<file path="config.mk">
export PLATFORM = sky130hd
export DESIGN_NAME = sbfu_skid
export DESIGN_NICKNAME = d
export VERILOG_FILES = /design/src/hdl/sbfu_skid.sv
export SDC_FILE = /design/constraint.sdc
export NUM_CORES = 1
export LEC_CHECK = 0
export BUFFER_PORTS_ARGS = -buffer_cell sky130_fd_sc_hd__buf_2
export CAP_MARGIN = 20
export CORE_MARGIN = 3
export CORE_UTILIZATION = 50
export CTS_BUF_LIST = sky130_fd_sc_hd__clkbuf_2
export CTS_CLUSTER_DIAMETER = 100
export DETAILED_ROUTE_END_ITERATION = 10
export PLACE_DENSITY = 0.79
export SLEW_MARGIN = 15
export SYNTH_ARGS = -nofsm -noshare
export SYNTH_HDL_FRONTEND = slang
export SYNTH_SLANG_ARGS = --single-unit
</file>
<file path="constraint.sdc">
create_clock -name clk_i -period 2.75 [get_ports clk_i]
set_input_delay 0.55 -clock clk_i [delete_from_list [all_inputs] [get_ports clk_i]]
set_output_delay 0.55 -clock clk_i [all_outputs]
set_load 0.005 [all_outputs]
</file>
<file path="src/hdl/sbfu_skid.sv">
// two entry output buffer that parts the pipeline from the result side
module sbfu_skid #(
  parameter int unsigned W = 8
) (
  input  logic         clk_i,
  input  logic         rst_ni,
  input  logic         in_valid_i,
  input  logic [W-1:0] in_data_i,
  output logic         in_ready_o,
  output logic         out_valid_o,
  output logic [W-1:0] out_data_o,
  input  logic         out_ready_i
);

  logic         out_v_q, spare_v_q;
  logic [W-1:0] out_q, spare_q;
  logic         in_fire;

  assign in_ready_o = !spare_v_q;
  assign in_fire    = in_valid_i && !spare_v_q;

  // valid control
  always_ff @(posedge clk_i or negedge rst_ni) begin
    if (!rst_ni) begin
      out_v_q   <= 1'b0;
      spare_v_q <= 1'b0;
    end else if (!out_v_q || out_ready_i) begin
      out_v_q   <= spare_v_q || in_fire;
      spare_v_q <= 1'b0;
    end else if (in_fire) begin
      spare_v_q <= 1'b1;
    end
  end

  // payload
  always_ff @(posedge clk_i) begin
    if (!out_v_q || out_ready_i) begin
      out_q <= spare_v_q ? spare_q : in_data_i;
    end else if (in_fire) begin
      spare_q <= in_data_i;
    end
  end

  assign out_valid_o = out_v_q;
  assign out_data_o  = out_q;

endmodule

</file>
==> results by group <==
Status
  – Status: finished clean

Global routing
  – Maximum number of pins on one net before global-route repair: 12
  – Global-route wire length before repair: 1.49 mm
  – Vias in the first global route: 336
  – Initial antenna violation count: 0
  – Grt ovf: 0
  – GRT Total Usage: 0.114

Detailed routing
  – Wire per inst: 13.9 um
  – Drt total wl: 998 um
  – Final antenna-violating net count: 0
  – # DRC: 0
  – Vias: 357
  – Drt first-iter violations: 5
  – Pre-antenna DRT Iters: 2
  – Via-to-Cell Ratio: 4.96

Clocking
  – Worst skew pair latency: 280 ps
  – Hold Buf Count CTS: 0
  – H-tree Lvls: 1
  – CTS tree: yes
  – CTS Buf Count: 3
  – Clk sink count: 18
  – Post-CTS Repair Setup Buffers: 0
  – CTS Root Cell: clkbuf_2
  – # resized after CTS: 0
  – Clock-pin slew on the worst setup and hold paths: 150 ps
  – Buffer levels on the longest clock path: 2

Place
  – Buffers added on ports: 21
  – Dpl cell area: 813 sq um
  – Post-Place Worst Slack: 871 ps
  – RePlAce Congestion: 0.623
  – Post-Place Cells: 68

Worst setup path
  – CP Launch Type: flop
  – CP Data Required Time: 2200 ps
  – CP Max Fanout: 11
  – Data arrival, critical path: 1230 ps
  – Crit path kind: reg -> out
  – Crit end category: primary output

Min path
  – Min-delay worst type: in -> reg

Timing
  – Post-route minimum period: 1780 ps
  – Endpoints failing hold: 0
  – Tcrit/Tclk final: 0.648
  – Setup TNS: 0 ps
  – Hold Slack: 444 ps
  – Achievable Freq: 561 MHz
  – Worst clock skew: 2.90 ps
  – Final setup fails: 0
  – RSZ-0062 raised after global routing: no
  – Worst-case headroom to the max-slew limit: 0.624
  – Slew @ Worst Pin: 562 ps
  – Worst setup margin: 968 ps
  – Slew Viols, Final: 0

Floorplan
  – Initial Utilization: 0.578
  – Num rows: 12
  – Chip height: 43.3 um
  – Die area: 1870 sq um
  – Core region area: 1200 sq um
  – IO Count: 22
  – Chip width: 43.3 um

Yosys
  – Mean area per synthesized cell: 21.0 sq um
  – Post-Syn Nets: 45
  – Synthesized area: 694 sq um
  – YS warnings: 0
  – Seq/Total Area, Yosys: 0.764
  – Post-Synthesis Cells: 33
  – Netlist cell types: 10
  – Seq cells post-synth: 18

Finish
  – Fraction of layout cells with a size suffix above 1: 0.586
  – Ant. Diodes: 0
  – Post-route cell area: 838 sq um
  – Area Growth Syn to Fin: 20.7%
  – Final Net Count: 72
  – Fin util: 0.698
  – Fillcell total: 91
  – Non-filler instance count after layout: 72

Power and ir drop
  – Peak VDD IR: 0.351 mV
  – Lkg Pwr: 0.354 nW
  – Power Total: 0.488 mW
  – PD cells: 582 nW/um^2

Run
  – MaxCap Viol Count: 0
critical path, stage by stage (launching register included):
cell     delay [ps]
dfrtp_1         720
inv_1            80
buf_2           140
layout by cell type, fill, tap and decap left out:
master,netlist,layout
mux2_2,1,1
nor3b_1,1,1
nand2b_4,1,1
nor2_1,2,2
dfrtp_1,2,2
edfxtp_1,16,16
dlygate4sd3_1,0,1
buf_4,0,1
buf_2,0,21
mux2_4,7,7
clkbuf_2,0,3
nand2_1,1,1
inv_1,1,1
path summary, 6_finish.rpt:
| check | endpoint | depth (start not counted) | slack (ps) | from |
|---|---|---|---|---|
| worst max-delay path | in_ready_o | 2 | 970 | spare_v_q |
| worst min-delay path | spare_q[3] | 1 | 440 | in_data_i[3] |
| worst max register to register | spare_q[6] | 2 | 1060 | spare_v_q |
| worst min register to register | out_data_o[2] | 1 | 570 | spare_q[2] |
| max in group asynchronous | out_valid_o | 2 | 2100 | rst_ni |
| min in group asynchronous | spare_v_q | 2 | 560 | rst_ni |
synthesized netlist by cell type (all sizes together):
master | count | area share
buf | 1 | 0.016
dfrtp | 2 | 0.072
edfxtp | 16 | 0.69
inv | 1 | 0.0054
mux2 | 8 | 0.17
nand2 | 1 | 0.0054
nand2b | 1 | 0.020
nor2 | 2 | 0.011
nor3b | 1 | 0.011
flip-flops by register name, summed over array words and instances (netlist names):
register / count
out_data_o: 8
spare_v_q: 1
out_valid_o: 1
spare_q: 8
where the power goes:
group / leakage, nW / total, mW / internal, mW / switching, mW
logic: 0.165 / 0.0555 / 0.0343 / 0.0212
registers: 0.177 / 0.330 / 0.320 / 0.0102
clock network: 0.0125 / 0.102 / 0.0298 / 0.0723
kinds of logic after synthesis:
logic type,count (synthesis),synth area share
simple gates,5,0.0468
flops,18,0.764
buf+inv,2,0.0216
mux,8,0.168
final cells by class:
cell class,count,area (sq um),area share
Clock buffer,3,15.0,0.0179
Inverter,1,3.75,0.00448
Multi-Input combinational cell,13,149,0.178
Sequential cell,18,531,0.633
Tap cell,14,17.5,0.0209
Timing Repair Buffer,23,123,0.146
per-layer routing:
| layer | part of all wire | vias to the layer above | track usage |
|---|---|---|---|
| met4 | 0 | 0 | 0.0361 |
| met1 | 0.40 | 165 | 0.119 |
| li1 | - | 174 | - |
| met2 | 0.52 | 18 | 0.201 |
| met3 | 0.077 | 0 | 0.0508 |
| met5 | 0 | - | 0 |
Note: power is estimated with default switching activity, not from simulation.
