### config.mk
export PLATFORM = sky130hd
export DESIGN_NAME = sbfu_sqrt
export DESIGN_NICKNAME = d
export VERILOG_FILES = /design/src/hdl/sbfu_pkg.sv /design/src/hdl/sbfu_sqrt.sv
export SDC_FILE = /design/constraint.sdc
export NUM_CORES = 2
export LEC_CHECK = 0
export BUFFER_PORTS_ARGS = -buffer_cell sky130_fd_sc_hd__buf_2
export CORE_ASPECT_RATIO = 2
export CORE_MARGIN = 5
export CORE_UTILIZATION = 55
export CTS_BUF_LIST = sky130_fd_sc_hd__clkbuf_16
export CTS_CLUSTER_SIZE = 30
export DETAILED_ROUTE_END_ITERATION = 8
export GPL_TIMING_DRIVEN = 0
export PLACE_DENSITY = 0.71
export SLEW_MARGIN = 20
export SYNTH_ARGS = -nofsm -noshare
export SYNTH_HDL_FRONTEND = slang
export SYNTH_SLANG_ARGS = --single-unit
### constraint.sdc
create_clock -name clk_i -period 7.55 [get_ports clk_i]
set_input_delay 0.755 -clock clk_i [delete_from_list [all_inputs] [get_ports clk_i]]
set_output_delay 0.755 -clock clk_i [all_outputs]
set_load 0.02 [all_outputs]
### src/hdl/sbfu_pkg.sv
// shared types and constants of the spring force unit
package sbfu_pkg;

  // fraction bits of the fixed point format
  localparam int unsigned FRAC_BITS_DEF = 16;

  // widths fixed by the field formats
  localparam int unsigned COORD_W = 32;
  localparam int unsigned MAG_W   = 33;
  localparam int unsigned SUM_W   = 66;
  localparam int unsigned LEN_W   = 33;
  localparam int unsigned REM_W   = 35;
  localparam int unsigned CFG_W   = 31;
  localparam int unsigned EK_W    = 64;

  // spring kinds
  typedef enum logic [1:0] {
    KIND_LINEAR = 2'd0,
    KIND_ABS    = 2'd1,
    KIND_BUNGEE = 2'd2,
    KIND_OFF    = 2'd3
  } sbfu_kind_e;

  // configuration register indexes
  typedef enum logic [1:0] {
    REG_KIND  = 2'd0,
    REG_STIFF = 2'd1,
    REG_NAT   = 2'd2,
    REG_NONE  = 2'd3
  } sbfu_reg_e;

  // per item decisions taken once the length is known
  typedef struct packed {
    logic none;
    logic zero;
    logic toward;
  } sbfu_flags_t;

  // difference vector carried alongside the square root
  typedef struct packed {
    logic [2:0]            neg;
    logic [2:0][MAG_W-1:0] mag;
  } sbfu_geom_t;

  // sideband of one divider lane
  typedef struct packed {
    sbfu_flags_t flags;
    logic        neg;
  } sbfu_lane_t;

endpackage

### src/hdl/sbfu_sqrt.sv
// pipelined integer square root, one result bit per stage
module sbfu_sqrt #(
  parameter int unsigned SIDE_W = 1
) (
  input  logic                      clk_i,
  input  logic                      rst_ni,
  input  logic                      en_i,
  input  logic                      valid_i,
  input  logic [sbfu_pkg::SUM_W-1:0] rad_i,
  input  logic [SIDE_W-1:0]         side_i,
  output logic                      valid_o,
  output logic [sbfu_pkg::LEN_W-1:0] root_o,
  output logic [SIDE_W-1:0]         side_o
);
  import sbfu_pkg::*;

  logic [LEN_W:0]                 v_w;
  logic [LEN_W:0][REM_W-1:0]      rem_w;
  logic [LEN_W:0][LEN_W-1:0]      root_w;
  logic [LEN_W:0][SUM_W-1:0]      rad_w;
  logic [LEN_W:0][SIDE_W-1:0]     side_w;

  assign v_w[0]    = valid_i;
  assign rem_w[0]  = '0;
  assign root_w[0] = '0;
  assign rad_w[0]  = rad_i;
  assign side_w[0] = side_i;

  for (genvar k = 0; k < LEN_W; k++) begin : g_stage
    logic [REM_W+1:0] cur;
    logic [REM_W+1:0] trial;
    logic [REM_W+1:0] diff;
    logic             ge;
    logic             v_q;
    logic [REM_W-1:0] rem_q;
    logic [LEN_W-1:0] root_q;
    logic [SUM_W-1:0] rad_q;
    logic [SIDE_W-1:0] side_q;

    // trial subtract of the next radicand pair
    assign cur   = {rem_w[k], rad_w[k][SUM_W-1 -: 2]};
    assign trial = {2'b00, root_w[k], 2'b01};
    assign diff  = cur - trial;
    assign ge    = (cur >= trial);

    always_ff @(posedge clk_i or negedge rst_ni) begin
      if (!rst_ni) begin
        v_q <= 1'b0;
      end else if (en_i) begin
        v_q <= v_w[k];
      end
    end

    always_ff @(posedge clk_i) begin
      if (en_i) begin
        rem_q  <= ge ? diff[REM_W-1:0] : cur[REM_W-1:0];
        root_q <= {root_w[k][LEN_W-2:0], ge};
        rad_q  <= {rad_w[k][SUM_W-3:0], 2'b00};
        side_q <= side_w[k];
      end
    end

    assign v_w[k+1]    = v_q;
    assign rem_w[k+1]  = rem_q;
    assign root_w[k+1] = root_q;
    assign rad_w[k+1]  = rad_q;
    assign side_w[k+1] = side_q;
  end

  assign valid_o = v_w[LEN_W];
  assign root_o  = root_w[LEN_W];
  assign side_o  = side_w[LEN_W];

endmodule

==> results.txt <==
The count of buffer and inverter cells on the critical path came out at 4. The tools report the HPWL after detailed placement as 233 mm. In this run the power spent charging and discharging nets is 12.3 mW.

The combinational share of power is 21.0%. The logs give 55.1% for the initial standard-cell utilization of the core and 53.4 nW for the standby leakage power. For the final database, setup skew stands at 85.9 ps. The final-report max-slew violation count came out at 0.

The die span in y works out to 688 µm. Leaving out fill and tap cells, the most frequent cell in the layout is edfxtp_1. In the synthesized netlist, the number of instances is 9640. The clock transition at the register clock pins on the worst setup and hold paths after CTS is 70 ps. The worst hold path passes through 2 cells. For this run, asynchronously set or reset flops after synthesis account for 1.20%.

Counting cells, the worst reg-to-reg path comes to 15. For this run, the number of Yosys warnings is 0. The remaining max-slew budget at the tightest pin is 17.5%, and the area of the multi-input gates is 40600 µm². The worst register-to-register path ends at g_stage[28].rem_q[26]. Logic depth of the worst path, buffers included: 15.

Cells with a size suffix above 1 make up 7.18% of the layout. The biggest fanout along the worst timing path works out to 10. Hold is met by 98.0 ps. For the worst-skew pair, the clock arrives at the later sink with an insertion delay of 930 ps.

After routing the design area is 140000 µm². Path type of the worst setup path: flip-flop to flip-flop. Across the whole layout, storage elements account for 82400 µm². The root buffer cell chosen for the clock tree is clkbuf_16. Summed over all layers, the global routing overflow is 0.

After detailed routing, the average wire length per cell comes to 22.9 µm. The worst setup path is launched from a flip-flop. Dividing the detail-routed via count by the number of cells gives 5.77.

For this design the ratio of total power to cell area is 303 nW/µm². Of the synthesized area, sequential elements account for 65.2%. Setup repair after global routing left no endpoint under its margin. The post-layout net count was 10741; the critical path's largest stage delay was 690 ps. The logs give 0 for the count of antenna-violating nets left after detailed routing and 48.6% for the sequential fraction of design power. Type of the tightest min-delay check: primary input to flip-flop.

The max-capacitance violation count came out at 0. The number of global-route vias before repair was 80107; the layout overhead on the synthesized area was 10.9%. In the finished design, the share of the clock period the worst path needs comes to 81.3%. The worst register-to-register path begins at g_stage[27].root_q[0]. At the worst endpoint, the required time is 8140 ps.

The tools report the total count of hold-check failures in the final report as 0. STA classifies the critical path endpoint as a flip-flop. TritonCTS built the clock tree. The synthesized design contains 2750 register bits.

The number of ports placed on the die boundary is 106, and the number of levels the H-tree was split into is 4. Number of flops mapped to enable cells by yosys: 2717. The worst hold path terminates at g_stage[0].v_q. In the layout the commonest cells are edfxtp_1 (2717), inv_1 (754), a21oi_1 (612).

The worst-margin pin slew works out to 1220 ps. For the initial antenna violation count, the log shows 8. The run gives 0 as the final routed DRC violation total.

Counting every net in the synthesized netlist gives 10307. The final critical delay including setup and external delays works out to 6130 ps. The run finished with clean final reports. The switching fraction of total power is 29.0%.

The number of detailed-routing iterations run before antenna repair was 6; the total routing resource utilization after global routing was 25.0%. The detailed router finished its first iteration with 4420 violations. The internal power of the cells totals 30.2 mW. The worst hold path begins at valid_i. After filler insertion, the fill cell instance count of the layout stands at 17487. The run gives 238 as the total clock buffers created by CTS. The routed layout has 76705 vias. The number of clock sinks was 2750; the number of buffers on the longest clock path was 4. Setup violations remaining at the end of the flow were counted as 0. During placement, the flow inserted port buffers numbering 105. The sum of negative setup slack was 0 ps. The share of power burned in the clock network is 30.3%, and the die span in x is 349 µm.

The floorplan core area came out at 230000 µm². The first global-routing pass estimated 456 mm of wire. The number of setup buffers added after CTS came out at 0. The floorplan has 249 rows. Entering global routing, the biggest net connects 158 pins. The run gives 304 mm as the detailed-route wire length.

Once placement finished, the instance area stood at 131000 µm². The netlist uses 84 different library cells. In this design, the largest share of critical-path delay is due to compound AO/OA/AOI/OAI gates.

Standard cell with the maximum stage delay on the critical path: o41ai_1. Across the VDD grid, the largest voltage drop is 0.238 mV. The mean cell area of the mapped netlist is 13.1 µm², and the data arrival time of the worst path is 6720 ps. The die outline area is 240000 µm². The run gives 1420 ps as the setup slack of the most critical reg-to-reg path. The tools report the synthesized cell area as 126000 µm².

Maximum frequency from static timing analysis: 0.163 GHz. For this run, the leading register cell type out of synthesis is edfxtp_1. Walking the worst path, the cells encountered are inv_1, ha_1, o21a_1, o21a_1, o41ai_1, o221ai_1, a41oi_1, o21ai_0, and2_1, nor2_1, inv_1, clkbuf_1, clkbuf_1, nor2_1, a21oi_1. The congestion estimate from routability-driven global placement came to 0.963.
[worst reg2reg max path: stages (launching register included)]
cell      delay (ps)
edfxtp_1         570
inv_1            100
ha_1             470
o21a_1           220
o21a_1           220
o41ai_1          690
o221ai_1         580
a41oi_1          620
o21ai_0          230
and2_1           250
nor2_1           430
inv_1            110
clkbuf_1         490
clkbuf_1         590
nor2_1           230
a21oi_1           60
[power groups by stage]
stage,clock network [mW],logic (mW),registers (mW)
detailed placement,0,8.88,21.0
floorplan,0,6.26,20.3
global placement,0,8.72,22.2
global route,13.8,9.83,20.8
finish,12.9,8.93,20.7
CTS,13.2,8.97,20.7
[worst max-delay path by stage]
stage / start / to / slack [ps]
after CTS: g_stage[27].root_q[0] / g_stage[28].rem_q[1] / 1310
after global routing: g_stage[27].root_q[0] / g_stage[28].rem_q[26] / 1230
after detailed placement: g_stage[27].root_q[0] / g_stage[28].rem_q[26] / 1390
final: g_stage[27].root_q[0] / g_stage[28].rem_q[26] / 1420
after global placement: en_i / g_stage[25].rem_q[32] / -36490
after floorplan: g_stage[3].rem_q[0] / g_stage[4].rem_q[29] / 3640
[timing repair]
action	in CTS	in global routing
endpoints found under the hold margin	98	0
gates resized for setup	0	0
hold buffers	66	0
[state kept, by name (all words and copies together), names as in the netlist]
name	cells
g_stage.rem_q	1067
g_stage.rad_q	1056
g_stage.root_q	528
root_o	33
g_stage.side_q	32
g_stage.v_q	32
side_o	1
valid_o	1
[layout make-up]
class | instances | share of cell area [%]
clock buffer | 241 | 4.30
buffer | 191 | 0.521
sequential | 2750 | 58.7
antenna | 12 | 0.0214
tap | 3012 | 2.69
multi-input combinational | 5961 | 29.0
inverter | 738 | 1.97
timing repair buffer | 194 | 1.26
clock inverter | 195 | 1.56
[synthesized netlist by cell type (83+ instances only)]
cell type / instances / area (µm²)
nor2_1: 609 / 2290
edfxtp_1: 2717 / 81600
nand3_1: 135 / 676
nand2_1: 611 / 2290
nand4_1: 94 / 588
xor2_1: 443 / 3880
or4_1: 83 / 623
ha_1: 596 / 7460
clkbuf_1: 168 / 631
nor2b_1: 86 / 538
nor3_1: 227 / 1140
o21ai_0: 496 / 2480
nand2b_1: 123 / 769
xnor2_1: 460 / 4030
mux2_2: 127 / 1430
inv_1: 735 / 2760
or3_1: 110 / 688
a21o_1: 242 / 1820
nor4_1: 126 / 788
a21oi_1: 612 / 3060
o21a_1: 95 / 713
[per-stage QoR]
step / cells / setup WS, ps / util [%] / power, mW
after detailed placement: 12780 / 1390 / 57.2 / 29.9
after global placement: 12757 / -36490 / 57.0 / 30.9
final: 13294 / 1420 / 61.1 / 42.5
after CTS: 13282 / 1310 / 61.1 / 42.9
after floorplan: 9640 / 3640 / - / 26.5
after global routing: 13293 / 1230 / 61.1 / 44.5
[metal layers]
| metal | share of wire (%) | routed length, µm | vias to the layer above | track usage [%] |
|---|---|---|---|---|
| met3 | 2.9 | 8750 | 1081 | 2.81 |
| met2 | 58 | 177000 | 1832 | 51.1 |
| met4 | 11 | 32000 | 4 | 21.2 |
| met1 | 28 | 86100 | 37280 | 20.0 |
| met5 | 0.0082 | 25 | - | 0 |
| li1 | - | - | 36508 | - |
[logic make-up (layout without fill, tap and decap cells)]
logic type / count (synthesis) / count (layout) / share of synthesized area [%]
adders and majority gates: 596 / 596 / 5.90
AOI/OAI and AO/OA: 1872 / 1872 / 9.08
xor gates and xnor gates: 903 / 903 / 6.25
and+or+nand+nor: 2446 / 2446 / 9.60
other: 1 / 13 / 0.00296
DFF: 2750 / 2750 / 65.2
buffers and inverters: 929 / 1559 / 2.77
muxes: 143 / 143 / 1.26
Power figures use the tool's default switching activity.
